**src/hw/rtl/pfc_pkg.sv**
```systemverilog
// Shared types, format codes and BT.601 coefficients for the pixel format converter.
`timescale 1ns / 1ps

package pfc_pkg;

    // source_format codes
    localparam logic [2:0] FMT_RGB8  = 3'd0;
    localparam logic [2:0] FMT_BGR8  = 3'd1;
    localparam logic [2:0] FMT_RGBA8 = 3'd2;
    localparam logic [2:0] FMT_BGRA8 = 3'd3;
    localparam logic [2:0] FMT_Y8    = 3'd4;
    localparam logic [2:0] FMT_Y16   = 3'd5;
    localparam logic [2:0] FMT_YUYV  = 3'd6;
    localparam logic [2:0] FMT_UYVY  = 3'd7;

    // configuration register index (word address)
    localparam logic REG_SOURCE_FORMAT = 1'b0;

    localparam logic [1:0] COUNT_ONE = 2'd1;
    localparam logic [1:0] COUNT_TWO = 2'd2;
    localparam logic [7:0] ALPHA_OPAQUE = 8'hFF;

    // BT.601 integer coefficients, 8-bit fraction
    localparam int PROD_W = 19;
    localparam int SUM_W  = 20;
    localparam logic signed [PROD_W-1:0] K_Y  = 19'sd298;
    localparam logic signed [PROD_W-1:0] K_RV = 19'sd409;
    localparam logic signed [PROD_W-1:0] K_GU = 19'sd100;
    localparam logic signed [PROD_W-1:0] K_GV = 19'sd208;
    localparam logic signed [PROD_W-1:0] K_BU = 19'sd516;
    localparam logic signed [SUM_W-1:0]  K_ROUND = 20'sd128;
    localparam logic signed [9:0]        Y_OFFSET = 10'sd16;
    localparam logic signed [8:0]        C_OFFSET = 9'sd128;

    typedef struct packed {
        logic [7:0] red;
        logic [7:0] green;
        logic [7:0] blue;
    } t_pixel;

    typedef struct packed {
        logic [7:0] red_first;
        logic [7:0] green_first;
        logic [7:0] blue_first;
        logic [7:0] alpha_first;
        logic [7:0] red_second;
        logic [7:0] green_second;
        logic [7:0] blue_second;
        logic [7:0] alpha_second;
        logic [1:0] pixel_count;
    } t_result;

    // floor(sum / 256) limited to 0..255
    function automatic logic [7:0] clamp_byte(input logic signed [SUM_W-1:0] sum);
        logic signed [SUM_W-9:0] q;
        q = sum[SUM_W-1:8];
        if (q[SUM_W-9]) begin
            clamp_byte = 8'd0;
        end else if (q[SUM_W-10:8] != '0) begin
            clamp_byte = 8'hFF;
        end else begin
            clamp_byte = q[7:0];
        end
    endfunction

endpackage

```
**src/hw/rtl/pfc_yuv_lane.sv**
```systemverilog
// One YUV to RGB lane: registered coefficient products, then sum, shift and clamp.
`timescale 1ns / 1ps

module pfc_yuv_lane (
    input  logic            i_clk,
    input  logic            i_load,
    input  logic [7:0]      i_luma,
    input  logic [7:0]      i_cb,
    input  logic [7:0]      i_cr,
    output pfc_pkg::t_pixel o_pixel
);
    import pfc_pkg::*;

    logic signed [9:0]        w_c;
    logic signed [8:0]        w_d;
    logic signed [8:0]        w_e;
    logic signed [PROD_W-1:0] w_c_ext;
    logic signed [PROD_W-1:0] w_d_ext;
    logic signed [PROD_W-1:0] w_e_ext;

    logic signed [PROD_W-1:0] r_py;
    logic signed [PROD_W-1:0] r_prv;
    logic signed [PROD_W-1:0] r_pgu;
    logic signed [PROD_W-1:0] r_pgv;
    logic signed [PROD_W-1:0] r_pbu;

    logic signed [SUM_W-1:0]  w_sum_r;
    logic signed [SUM_W-1:0]  w_sum_g;
    logic signed [SUM_W-1:0]  w_sum_b;

    assign w_c = $signed({2'b00, i_luma}) - Y_OFFSET;
    assign w_d = $signed({1'b0, i_cb}) - C_OFFSET;
    assign w_e = $signed({1'b0, i_cr}) - C_OFFSET;

    assign w_c_ext = PROD_W'(w_c);
    assign w_d_ext = PROD_W'(w_d);
    assign w_e_ext = PROD_W'(w_e);

    always_ff @(posedge i_clk) begin
        if (i_load) begin
            r_py  <= w_c_ext * K_Y;
            r_prv <= w_e_ext * K_RV;
            r_pgu <= w_d_ext * K_GU;
            r_pgv <= w_e_ext * K_GV;
            r_pbu <= w_d_ext * K_BU;
        end
    end

    assign w_sum_r = SUM_W'(r_py) + SUM_W'(r_prv) + K_ROUND;
    assign w_sum_g = SUM_W'(r_py) - SUM_W'(r_pgu) - SUM_W'(r_pgv) + K_ROUND;
    assign w_sum_b = SUM_W'(r_py) + SUM_W'(r_pbu) + K_ROUND;

    assign o_pixel.red   = clamp_byte(w_sum_r);
    assign o_pixel.green = clamp_byte(w_sum_g);
    assign o_pixel.blue  = clamp_byte(w_sum_b);

endmodule

```
**src/hw/rtl/pfc_merge.sv**
```systemverilog
// Merge stage: picks reordered bytes or the two YUV lane pixels by source format.
`timescale 1ns / 1ps

module pfc_merge (
    input  logic [2:0]       i_format,
    input  logic [7:0]       i_byte_zero,
    input  logic [7:0]       i_byte_one,
    input  logic [7:0]       i_byte_two,
    input  logic [7:0]       i_byte_three,
    input  pfc_pkg::t_pixel  i_lane_first,
    input  pfc_pkg::t_pixel  i_lane_second,
    output pfc_pkg::t_result o_result
);
    import pfc_pkg::*;

    always_comb begin
        o_result              = '0;
        o_result.alpha_first  = ALPHA_OPAQUE;
        o_result.pixel_count  = COUNT_ONE;
        unique case (i_format) inside
            FMT_RGB8, FMT_RGBA8: begin
                o_result.red_first   = i_byte_zero;
                o_result.green_first = i_byte_one;
                o_result.blue_first  = i_byte_two;
                if (i_format == FMT_RGBA8) begin
                    o_result.alpha_first = i_byte_three;
                end
            end
            FMT_BGR8, FMT_BGRA8: begin
                o_result.red_first   = i_byte_two;
                o_result.green_first = i_byte_one;
                o_result.blue_first  = i_byte_zero;
                if (i_format == FMT_BGRA8) begin
                    o_result.alpha_first = i_byte_three;
                end
            end
            FMT_Y8: begin
                o_result.red_first   = i_byte_zero;
                o_result.green_first = i_byte_zero;
                o_result.blue_first  = i_byte_zero;
            end
            FMT_Y16: begin
                o_result.red_first   = i_byte_one;
                o_result.green_first = i_byte_one;
                o_result.blue_first  = i_byte_one;
            end
            FMT_YUYV, FMT_UYVY: begin
                o_result.red_first    = i_lane_first.red;
                o_result.green_first  = i_lane_first.green;
                o_result.blue_first   = i_lane_first.blue;
                o_result.red_second   = i_lane_second.red;
                o_result.green_second = i_lane_second.green;
                o_result.blue_second  = i_lane_second.blue;
                o_result.alpha_second = ALPHA_OPAQUE;
                o_result.pixel_count  = COUNT_TWO;
            end
            default: begin
                o_result = '0;
            end
        endcase
    end

endmodule

```
**src/hw/rtl/pixel_format_to_rgbx_converter_core.sv**
```systemverilog
// Top level of the pixel format to RGBA converter: handshake, register port, lanes, output.
`timescale 1ns / 1ps

// Channel   Handshake            Payload
// input     i_valid / o_stall    i_byte_zero .. i_byte_three
// output    o_valid / i_stall    o_red_first .. o_alpha_second, o_pixel_count
// config    psel/penable/pwrite  paddr, pwdata, prdata (pready tied high)
//
// Two register stages: products in the lanes, then the output register.
// One item per cycle while i_stall is low; items pass stage one, then the output register.
// Throughput is set by the two YUV lanes, one full pixel each per cycle when not stalled.
// i_stall holds the output register; stage one keeps filling into a bubble,
// so o_stall rises only when both stages hold items.
// Synchronous active-low reset clears valids and source_format (RGB8).

module pixel_format_to_rgbx_converter_core (
    input  logic        i_clk,
    input  logic        i_rst_n,

    input  logic        i_valid,
    output logic        o_stall,
    input  logic [7:0]  i_byte_zero,
    input  logic [7:0]  i_byte_one,
    input  logic [7:0]  i_byte_two,
    input  logic [7:0]  i_byte_three,

    output logic        o_valid,
    input  logic        i_stall,
    output logic [7:0]  o_red_first,
    output logic [7:0]  o_green_first,
    output logic [7:0]  o_blue_first,
    output logic [7:0]  o_alpha_first,
    output logic [7:0]  o_red_second,
    output logic [7:0]  o_green_second,
    output logic [7:0]  o_blue_second,
    output logic [7:0]  o_alpha_second,
    output logic [1:0]  o_pixel_count,

    input  logic        psel,
    input  logic        penable,
    input  logic        pwrite,
    input  logic [2:0]  paddr,
    input  logic [31:0] pwdata,
    output logic [31:0] prdata,
    output logic        pready
);
    import pfc_pkg::*;

    // configuration
    logic [2:0] r_format;
    logic       w_cfg_wr;

    // pipeline control
    logic r_s1_valid;
    logic r_out_valid;
    logic w_out_load;
    logic w_s1_load;
    logic w_in_acc;

    // stage one payload
    logic [2:0] r_s1_format;
    logic [7:0] r_s1_b0;
    logic [7:0] r_s1_b1;
    logic [7:0] r_s1_b2;
    logic [7:0] r_s1_b3;

    // lane inputs
    logic       w_is_uyvy;
    logic [7:0] w_y_first;
    logic [7:0] w_y_second;
    logic [7:0] w_cb;
    logic [7:0] w_cr;

    t_pixel  w_pix_first;
    t_pixel  w_pix_second;
    t_result w_result;
    t_result r_out;

    // ---------------- register port ----------------
    assign pready   = 1'b1;
    assign w_cfg_wr = psel && penable && pwrite && (paddr[2] == REG_SOURCE_FORMAT);
    assign prdata   = (paddr[2] == REG_SOURCE_FORMAT) ? {29'd0, r_format} : 32'd0;

    always_ff @(posedge i_clk) begin
        if (!i_rst_n) begin
            r_format <= FMT_RGB8;
        end else if (w_cfg_wr) begin
            r_format <= pwdata[2:0];
        end
    end

    // ---------------- flow control ----------------
    // Output register loads when empty or drained; stage one moves with it.
    assign w_out_load = !r_out_valid || !i_stall;
    assign w_s1_load  = !r_s1_valid || w_out_load;
    assign o_stall    = !w_s1_load;
    assign w_in_acc   = i_valid && w_s1_load;

    always_ff @(posedge i_clk) begin
        if (!i_rst_n) begin
            r_s1_valid  <= 1'b0;
            r_out_valid <= 1'b0;
        end else begin
            if (w_s1_load) begin
                r_s1_valid <= i_valid;
            end
            if (w_out_load) begin
                r_out_valid <= r_s1_valid;
            end
        end
    end

    always_ff @(posedge i_clk) begin
        if (w_in_acc) begin
            r_s1_format <= r_format;
            r_s1_b0     <= i_byte_zero;
            r_s1_b1     <= i_byte_one;
            r_s1_b2     <= i_byte_two;
            r_s1_b3     <= i_byte_three;
        end
    end

    // ---------------- YUV lanes ----------------
    // YUYV: Y1 U Y2 V; UYVY: U Y1 V Y2. Both lanes share the chroma pair.
    assign w_is_uyvy  = (r_format == FMT_UYVY);
    assign w_y_first  = w_is_uyvy ? i_byte_one   : i_byte_zero;
    assign w_y_second = w_is_uyvy ? i_byte_three : i_byte_two;
    assign w_cb       = w_is_uyvy ? i_byte_zero  : i_byte_one;
    assign w_cr       = w_is_uyvy ? i_byte_two   : i_byte_three;

    pfc_yuv_lane u_lane_first (
        .i_clk   (i_clk),
        .i_load  (w_in_acc),
        .i_luma  (w_y_first),
        .i_cb    (w_cb),
        .i_cr    (w_cr),
        .o_pixel (w_pix_first)
    );

    pfc_yuv_lane u_lane_second (
        .i_clk   (i_clk),
        .i_load  (w_in_acc),
        .i_luma  (w_y_second),
        .i_cb    (w_cb),
        .i_cr    (w_cr),
        .o_pixel (w_pix_second)
    );

    // ---------------- merge and output ----------------
    pfc_merge u_merge (
        .i_format      (r_s1_format),
        .i_byte_zero   (r_s1_b0),
        .i_byte_one    (r_s1_b1),
        .i_byte_two    (r_s1_b2),
        .i_byte_three  (r_s1_b3),
        .i_lane_first  (w_pix_first),
        .i_lane_second (w_pix_second),
        .o_result      (w_result)
    );

    always_ff @(posedge i_clk) begin
        if (w_out_load && r_s1_valid) begin
            r_out <= w_result;
        end
    end

    assign o_valid        = r_out_valid;
    assign o_red_first    = r_out.red_first;
    assign o_green_first  = r_out.green_first;
    assign o_blue_first   = r_out.blue_first;
    assign o_alpha_first  = r_out.alpha_first;
    assign o_red_second   = r_out.red_second;
    assign o_green_second = r_out.green_second;
    assign o_blue_second  = r_out.blue_second;
    assign o_alpha_second = r_out.alpha_second;
    assign o_pixel_count  = r_out.pixel_count;

`ifndef NO_ASSERTIONS
    // stall toward the source only when both stages are occupied
    a_stall_full: assert property (@(posedge i_clk) disable iff (!i_rst_n)
        o_stall |-> (r_s1_valid && r_out_valid))
        else $error("input stalled while a stage is free");

    // an item in stage one with an empty output register moves on next cycle
    a_s1_advance: assert property (@(posedge i_clk) disable iff (!i_rst_n)
        (r_s1_valid && !r_out_valid) |=> r_out_valid)
        else $error("stage one item did not advance");

    a_count_range: assert property (@(posedge i_clk) disable iff (!i_rst_n)
        o_valid |-> (o_pixel_count == COUNT_ONE || o_pixel_count == COUNT_TWO))
        else $error("pixel count out of range");

    // single-pixel formats leave the second pixel zero
    a_second_zero: assert property (@(posedge i_clk) disable iff (!i_rst_n)
        (o_valid && o_pixel_count == COUNT_ONE) |->
            (o_red_second == 8'd0 && o_green_second == 8'd0 &&
             o_blue_second == 8'd0 && o_alpha_second == 8'd0))
        else $error("second pixel not cleared for single-pixel format");

    a_second_opaque: assert property (@(posedge i_clk) disable iff (!i_rst_n)
        (o_valid && o_pixel_count == COUNT_TWO) |->
            (o_alpha_second == ALPHA_OPAQUE && o_alpha_first == ALPHA_OPAQUE))
        else $error("YUV pixel alpha not opaque");
`endif

endmodule

```
**config.mk**
```make
export PLATFORM = sky130hd
export DESIGN_NAME = pixel_format_to_rgbx_converter_core
export DESIGN_NICKNAME = d
export VERILOG_FILES = /design/src/hw/rtl/pfc_pkg.sv /design/src/hw/rtl/pfc_yuv_lane.sv /design/src/hw/rtl/pfc_merge.sv /design/src/hw/rtl/pixel_format_to_rgbx_converter_core.sv
export SDC_FILE = /design/constraint.sdc
export NUM_CORES = 1
export LEC_CHECK = 0
export ABC_AREA = 1
export BUFFER_PORTS_ARGS = -buffer_cell sky130_fd_sc_hd__buf_2
export CAP_MARGIN = 10
export CELL_PAD_IN_SITES_DETAIL_PLACEMENT = 1
export CELL_PAD_IN_SITES_GLOBAL_PLACEMENT = 1
export CORE_MARGIN = 4
export CORE_UTILIZATION = 47
export DETAILED_ROUTE_END_ITERATION = 16
export PLACE_DENSITY = 0.9
export SLEW_MARGIN = 20
export SYNTH_ARGS = -nofsm -noshare
export SYNTH_HDL_FRONTEND = slang
export SYNTH_SLANG_ARGS = --single-unit
```
**constraint.sdc**
```tcl
create_clock -name i_clk -period 8.02 [get_ports i_clk]
set_input_delay 2.406 -clock i_clk [delete_from_list [all_inputs] [get_ports i_clk]]
set_output_delay 2.406 -clock i_clk [all_outputs]
set_load 0.005 [all_outputs]
```
# Yosys cells after proc, flatten, opt, wreduce, memory -nomap -nowiden

Cells that the tools add are included.

Register bits after elaboration: 207
Bits of input ports: 74
Output and inout bits: 101

$add $sub $neg: 18
$mul: 6
Equality and inequality tests: 8
Muxes and demuxes: 22
Bitwise logic cells: 1
Reduce and logical (&&, ||, !) cells: 23

Operators with widths:

| operator                                                              | count |
|---|---|
| 8-bit 2-to-1 mux                                                      | 18 |
| 20-bit by 9-bit adder with 20-bit output (second input constant)      | 6 |
| 24-bit one-hot mux with 5 select lines                                | 1 |
| 19-bit by 19-bit adder with 20-bit output                             | 4 |
| 34-bit one-hot mux with 2 select lines                                | 1 |
| 19-bit by 17-bit subtractor with 20-bit output                        | 2 |
| 20-bit by 18-bit subtractor with 20-bit output                        | 2 |
| 9-bit by 9-bit multiplier with 18-bit output (second input constant)  | 2 |
| 8-bit one-hot mux with 3 select lines                                 | 1 |
| 9-bit by 10-bit multiplier with 19-bit output (second input constant) | 1 |
| 3-bit nonzero test                                                    | 6 |
| 8-bit by 5-bit subtractor with 9-bit output (second input constant)   | 2 |
| 8-bit by 8-bit subtractor with 9-bit output (second input constant)   | 2 |
| 9-bit by 9-bit multiplier with 17-bit output (second input constant)  | 1 |
| 3-bit == test (second input constant)                                 | 5 |
| 9-bit by 6-bit multiplier with 15-bit output (second input constant)  | 1 |
| 9-bit by 5-bit multiplier with 14-bit output (second input constant)  | 1 |
| 3-bit by 2-bit == test with 1-bit output (second input constant)      | 2 |
| 2-bit OR reduction                                                    | 3 |
| 6-bit OR reduction                                                    | 1 |
| 1-bit logical AND                                                     | 5 |
| 1-bit zero test                                                       | 4 |
| 4-bit OR reduction                                                    | 1 |
| 3-bit by 1-bit == test with 1-bit output (second input constant)      | 1 |
| other kinds (4)                                                       | 5 |

# Depth between registers and ports, before layout

Depth in word-level cells: 7
Mapped depth: 25

# By module

From an unflattened synthesis, not the netlist that was laid out.

Cells, all modules: 3,055
Area, all modules: 26,807.0 um^2

By module, submodules not included:

| module                              | times used | cells an instance | area an instance (um^2) | seq. area each (um^2) |
|---|---|---|---|---|
| pfc_yuv_lane at u_lane_second       | 1          | 1,246             | 10,791.6                | 2,342.2 |
| pfc_yuv_lane at u_lane_first        | 1          | 1,267             | 10,781.6                | 2,342.2 |
| pixel_format_to_rgbx_converter_core | 1          | 265               | 4,078.9                 | 3,133.0 |
| pfc_merge                           | 1          | 277               | 1,154.9                 | 0.0 |

# Worst setup path after synthesis

OpenSTA, ideal clock, no wires.

Kind: input port to flip-flop
From: in i_byte_one[4]
To: reg u_lane_first.r_py[17] (data pin)
Library setup time: 0.279 ns
Data arrival time: 6.328 ns
Data required time: 7.741 ns
Setup slack: 1.413 ns
Stages: 18
Cells stage by stage: o21ai_1 ha_1 inv_1 nor3_4 ha_1 ha_1 inv_1 fa_1 fa_1 inv_1 ha_1 inv_1 nor3_1 nand2_1 o211ai_1 nand3_1 o21ai_0 xor2_1

Cells in the longest elaborated chain, start to end: 3

Ends and longest elaborated chain:

| item                                         | RTL line                                   | source |
|---|---|---|
| start: declaration                           | pixel_format_to_rgbx_converter_core.sv:23  | `input logic [7:0] i_byte_one,` |
| 8-bit 2-to-1 mux                             | pixel_format_to_rgbx_converter_core.sv:126 | `assign w_y_first = w_is_uyvy ? i_byte_one : i_byte_zero;` |
| 8-bit by 5-bit subtractor with 9-bit output  | pfc_yuv_lane.sv:31                         | `assign w_c = $signed({2'b00, i_luma}) - Y_OFFSET;` |
| 9-bit by 9-bit multiplier with 18-bit output | pfc_yuv_lane.sv:41                         | `r_py <= w_c_ext * K_Y;` |
| end signal: assignment                       | pfc_yuv_lane.sv:41                         |  |
| end: declaration                             | pfc_yuv_lane.sv:21                         | `logic signed [PROD_W-1:0] r_py;` |

Every way passes these cells.
A chain may end at the register's enable or synchronous reset.

# Worst setup path after layout

From: in i_byte_three[4]
To: reg u_lane_second.r_py[14] (data pin)

Cells in the longest elaborated chain, start to end: 3

Ends and longest elaborated chain:

| item                                         | RTL line                                   | source |
|---|---|---|
| start: declaration                           | pixel_format_to_rgbx_converter_core.sv:25  | `input logic [7:0] i_byte_three,` |
| 8-bit 2-to-1 mux                             | pixel_format_to_rgbx_converter_core.sv:127 | `assign w_y_second = w_is_uyvy ? i_byte_three : i_byte_two;` |
| 8-bit by 5-bit subtractor with 9-bit output  | pfc_yuv_lane.sv:31                         |  |
| 9-bit by 9-bit multiplier with 18-bit output | pfc_yuv_lane.sv:41                         |  |
| end signal: assignment                       | pfc_yuv_lane.sv:41                         |  |
| end: declaration                             | pfc_yuv_lane.sv:21                         |  |

Every way passes these cells.

==> qor.csv <==
stage,metric,value,unit
logic_synthesis,Post-Syn Area,20600,sq um
pwr,clock network power share,10.0,%
sta,final setup vio count,0,
grt,Total GRT Usage,28.8,%
critical_path,critical path type,in -> reg,
sta,clock skew,0.0134,ns
routing,First-pass DRT Iterations,7,
floorplan,die area,47300,sq um
critical_path,"Cell Chain, Critical Path",buf_2 > o21ai_1 > ha_1 > inv_1 > nor3_4 > buf_4 > ha_1 > ha_1 > fa_1 > inv_1 > fa_1 > inv_1 > ha_1 > a21oi_1 > o21ai_0 > a21oi_1 > o21ai_0 > xor2_1,
logic_synthesis,"Seq/Total Area, Yosys",28.0,%
grt,initial antenna violation count,0,
sta,crit path time final,6.67,ns
logic_synthesis,largest family of logic cells by synthesized area,adder cells,
logic_synthesis,"area leader, netlist",edfxtp_1,
floorplan,area of the core,43300,sq um
sta,Final Slew Violations,0,
pwr,maximum VDD drop,0.239,mV
critical_path,CP Data Arrival Time,6.89,ns
routing,Avg WL per Cell,21.9,microns
pwr,Sw Pwr,4.77,mW
cts,Hold Buf Count CTS,0,
cts,root buf cell,clkbuf_16,
routing,post-route ant nets,0,
critical_path,Top Family by Delay on Critical Path,adder cells,
critical_path,CP Depth,18,
critical_path,worst path bufs/invs,5,
hold_path,Hold/Removal Path Class,reg -> reg,
cts,clock sink total,194,
grt,vias in the first global route,19400,
pwr,Comb power frac,71.7,%
floorplan,Die W,218,microns
logic_synthesis,Post-synth EDFFs,189,
cts,TritonCTS clock tree,done,
critical_path,path depth of the worst reg2reg path,18,
routing,drc violations,0,
logic_synthesis,Seq cells post-synth,194,
critical_path,Crit path top cell by count,ha_1,
layout,fraction of layout cells with a size suffix above 1,7.28,%
cts,clk_lat worst skew,0.49,ns
logic_synthesis,Async SR Flop Fraction,0,%
routing,1st-iter DRT viols,1348,
logic_synthesis,Compound-Gate Fraction of Synth Area,8.92,%
sta,relative slew slack,30.9,%
pwr,Reg power frac,18.3,%
logic_synthesis,Post-synth top flop,edfxtp_1,
logic_synthesis,Post-Synth Adder-Cell Area,31.8,%
sta,final hold violations,0,
critical_path,CP Data Required Time,8.25,ns
layout,fillcell total,5240,
floorplan,Top Ports,175,
cts,PostCTS Resize Cnt,0,
sta,RSZ-0062 raised after global routing,no,
logic_synthesis,Synth Area per Inst,8.51,sq um
outcome,status,completed,
flow_run,Max-Cap Viols,0,
placed_design,PortBufs,113,
pwr,P_leak,11.6,nW
sta,Final period util,83.2,%
logic_synthesis,fraction of synthesized area in multiplexers,0,%
grt,wire length of the first global-routing pass,105,mm
logic_synthesis,count of cell types in the netlist,47,
cts,CTS max path bufs,2,
logic_synthesis,cell count after synthesis,2426,
logic_synthesis,top cell type's share of synthesized area,27.5,%
grt,largest net degree at the start of global routing,67,
floorplan,cell row count,76,
logic_synthesis,Post-Synth Simple-Gate Area,16.8,%
logic_synthesis,main area contributors after synthesis,"edfxtp_1 (27%), ha_1 (24%), nand2_1 (9.1%)",
cts,postcts setup bufs,0,
pwr,internal cell power,4.02,mW
grt,grt ovf,0,
pwr,Switching Fraction,54.3,%
placed_design,detailed placer's ending HPWL,57.8,mm
layout,P&R area growth vs syn,8.78,%
critical_path,crit-path max FO,12,
floorplan,Starting Density,47.7,%
critical_path,CP max-delay cell,o21ai_1,
hold_path,hold-critical path depth,2,
routing,vias per cell,5.63,
layout,final net count,3109,
sta,Fmax achieved,0.150,GHz
routing,vias,17800,
critical_path,Max stage delay on crit path,0.61,ns
sta,Tightest Pin Transition,1.03,ns
critical_path,startpoint types,primary input,
cts,CTS Buf Count,17,
logic_synthesis,Post-Synth XOR/XNOR Area,4.75,%
critical_path,CP Capture Type,flop,
cts,"Reg clk slew, reported paths",0.07,ns
logic_synthesis,yosys warns,0,
pwr,P per Cell Area,392,nW/um^2
cts,Max H-tree Level,4,
floorplan,die height,218,microns
routing,DRT Wirelength,69.1,mm
pwr,total power,8.79,mW
placed_design,Final Wtd Congestion,0.951,
sta,final setup TNS,0,ns
[power by group through the flow]
stage / clock (mW) / sequential, mW / combinational [mW]
after floorplan: 0 / 1.46 / 4.46
after global placement: 0 / 1.60 / 5.73
after detailed placement: 0 / 1.62 / 6.13
after CTS: 0.879 / 1.60 / 6.22
after global routing: 0.915 / 1.61 / 7.01
final: 0.875 / 1.61 / 6.30
[layer usage]
metal / vias up / wire length (microns) / share of wire (%) / track usage [%]
li1: 8254 / - / - / -
met1: 8708 / 26400 / 38 / 32.6
met2: 576 / 35200 / 51 / 52.1
met3: 218 / 3360 / 4.9 / 3.86
met4: 0 / 4130 / 6.0 / 15.9
met5: - / 0 / 0 / 0
[tightest hold or removal path, delay by kind of cell, from the launching register on]
kind                   cells  cell delay [ns]
AND/OR/NAND/NOR            1             0.05
buffers and inverters      1             0.04
flip-flops                 1             0.33
[area by class of cell]
class / count / area (sq um) / area share (%)
multi-input cells: 1771 / 13000 / 57.9
flip-flops and latches: 194 / 5780 / 25.7
inverters: 442 / 1660 / 7.41
well taps: 585 / 732 / 3.26
repair buffers: 131 / 701 / 3.12
clock buffers: 19 / 443 / 1.97
clock inverters: 13 / 141 / 0.630
diodes: 1 / 2.50 / 0.0111
[synthesized netlist by cell type, drive strengths merged, types with 23 or more instances]
cell type / instances
fa: 79
xor2: 72
nand4: 23
buf: 39
a21oi: 162
nand3: 96
xnor2: 39
inv: 442
edfxtp: 189
nand2: 504
nor2: 144
nor3: 30
o21ai: 90
ha: 399
[worst paths after layout]
kind                   startpoint                      to  slack (ns)
setup / recovery  i_byte_three[4]  u_lane_second.r_py[14]        1.35
hold / removal         r_s1_b3[5]        o_alpha_first[5]        0.52
setup reg to reg      r_format[2]  u_lane_second.r_py[14]        2.18
hold reg to reg        r_s1_b3[5]        o_alpha_first[5]        0.52
[metrics by stage]
stage	hold slack (ns)	std cells	utilization, %	setup WS, ns	cell area [sq um]
after global routing	0.546	3155	51.9	0.919	22500
final	0.518	3156	51.9	1.35	22500
after floorplan	0.453	2454	-	1.41	20700
after CTS	0.523	3155	51.9	1.33	22500
after detailed placement	0.497	3123	50.5	0.866	21900
after global placement	0.488	3123	50.5	1.06	21900
[kinds of logic (layout without fill, tap and decap cells)]
group,Yosys count,count (layout)
adders and majority gates,478,478
buffers and inverters,489,605
xor gates and xnor gates,111,111
and+or+nand+nor,827,827
other,2,31
DFF,194,194
AOI/OAI and AO/OA,325,325
[cells in the final DEF, fill, tap and decap left out, drive strengths merged, types with 39 or more instances in the layout]
master	n
nor2	144
nand2	504
xor2	72
xnor2	39
fa	79
inv	449
o21ai	90
ha	399
edfxtp	189
buf	131
a21oi	162
nand3	96
[flip-flops by register name, indices dropped and copies added, names as in the netlist, 12 cells and up]
signal	flops
u_lane_first.r_pgv	12
u_lane_first.r_pgu	12
u_lane_first.r_py	18
u_lane_second.r_py	18
u_lane_first.r_prv	19
u_lane_second.r_pbu	17
(Power assumes the default switching activity.)
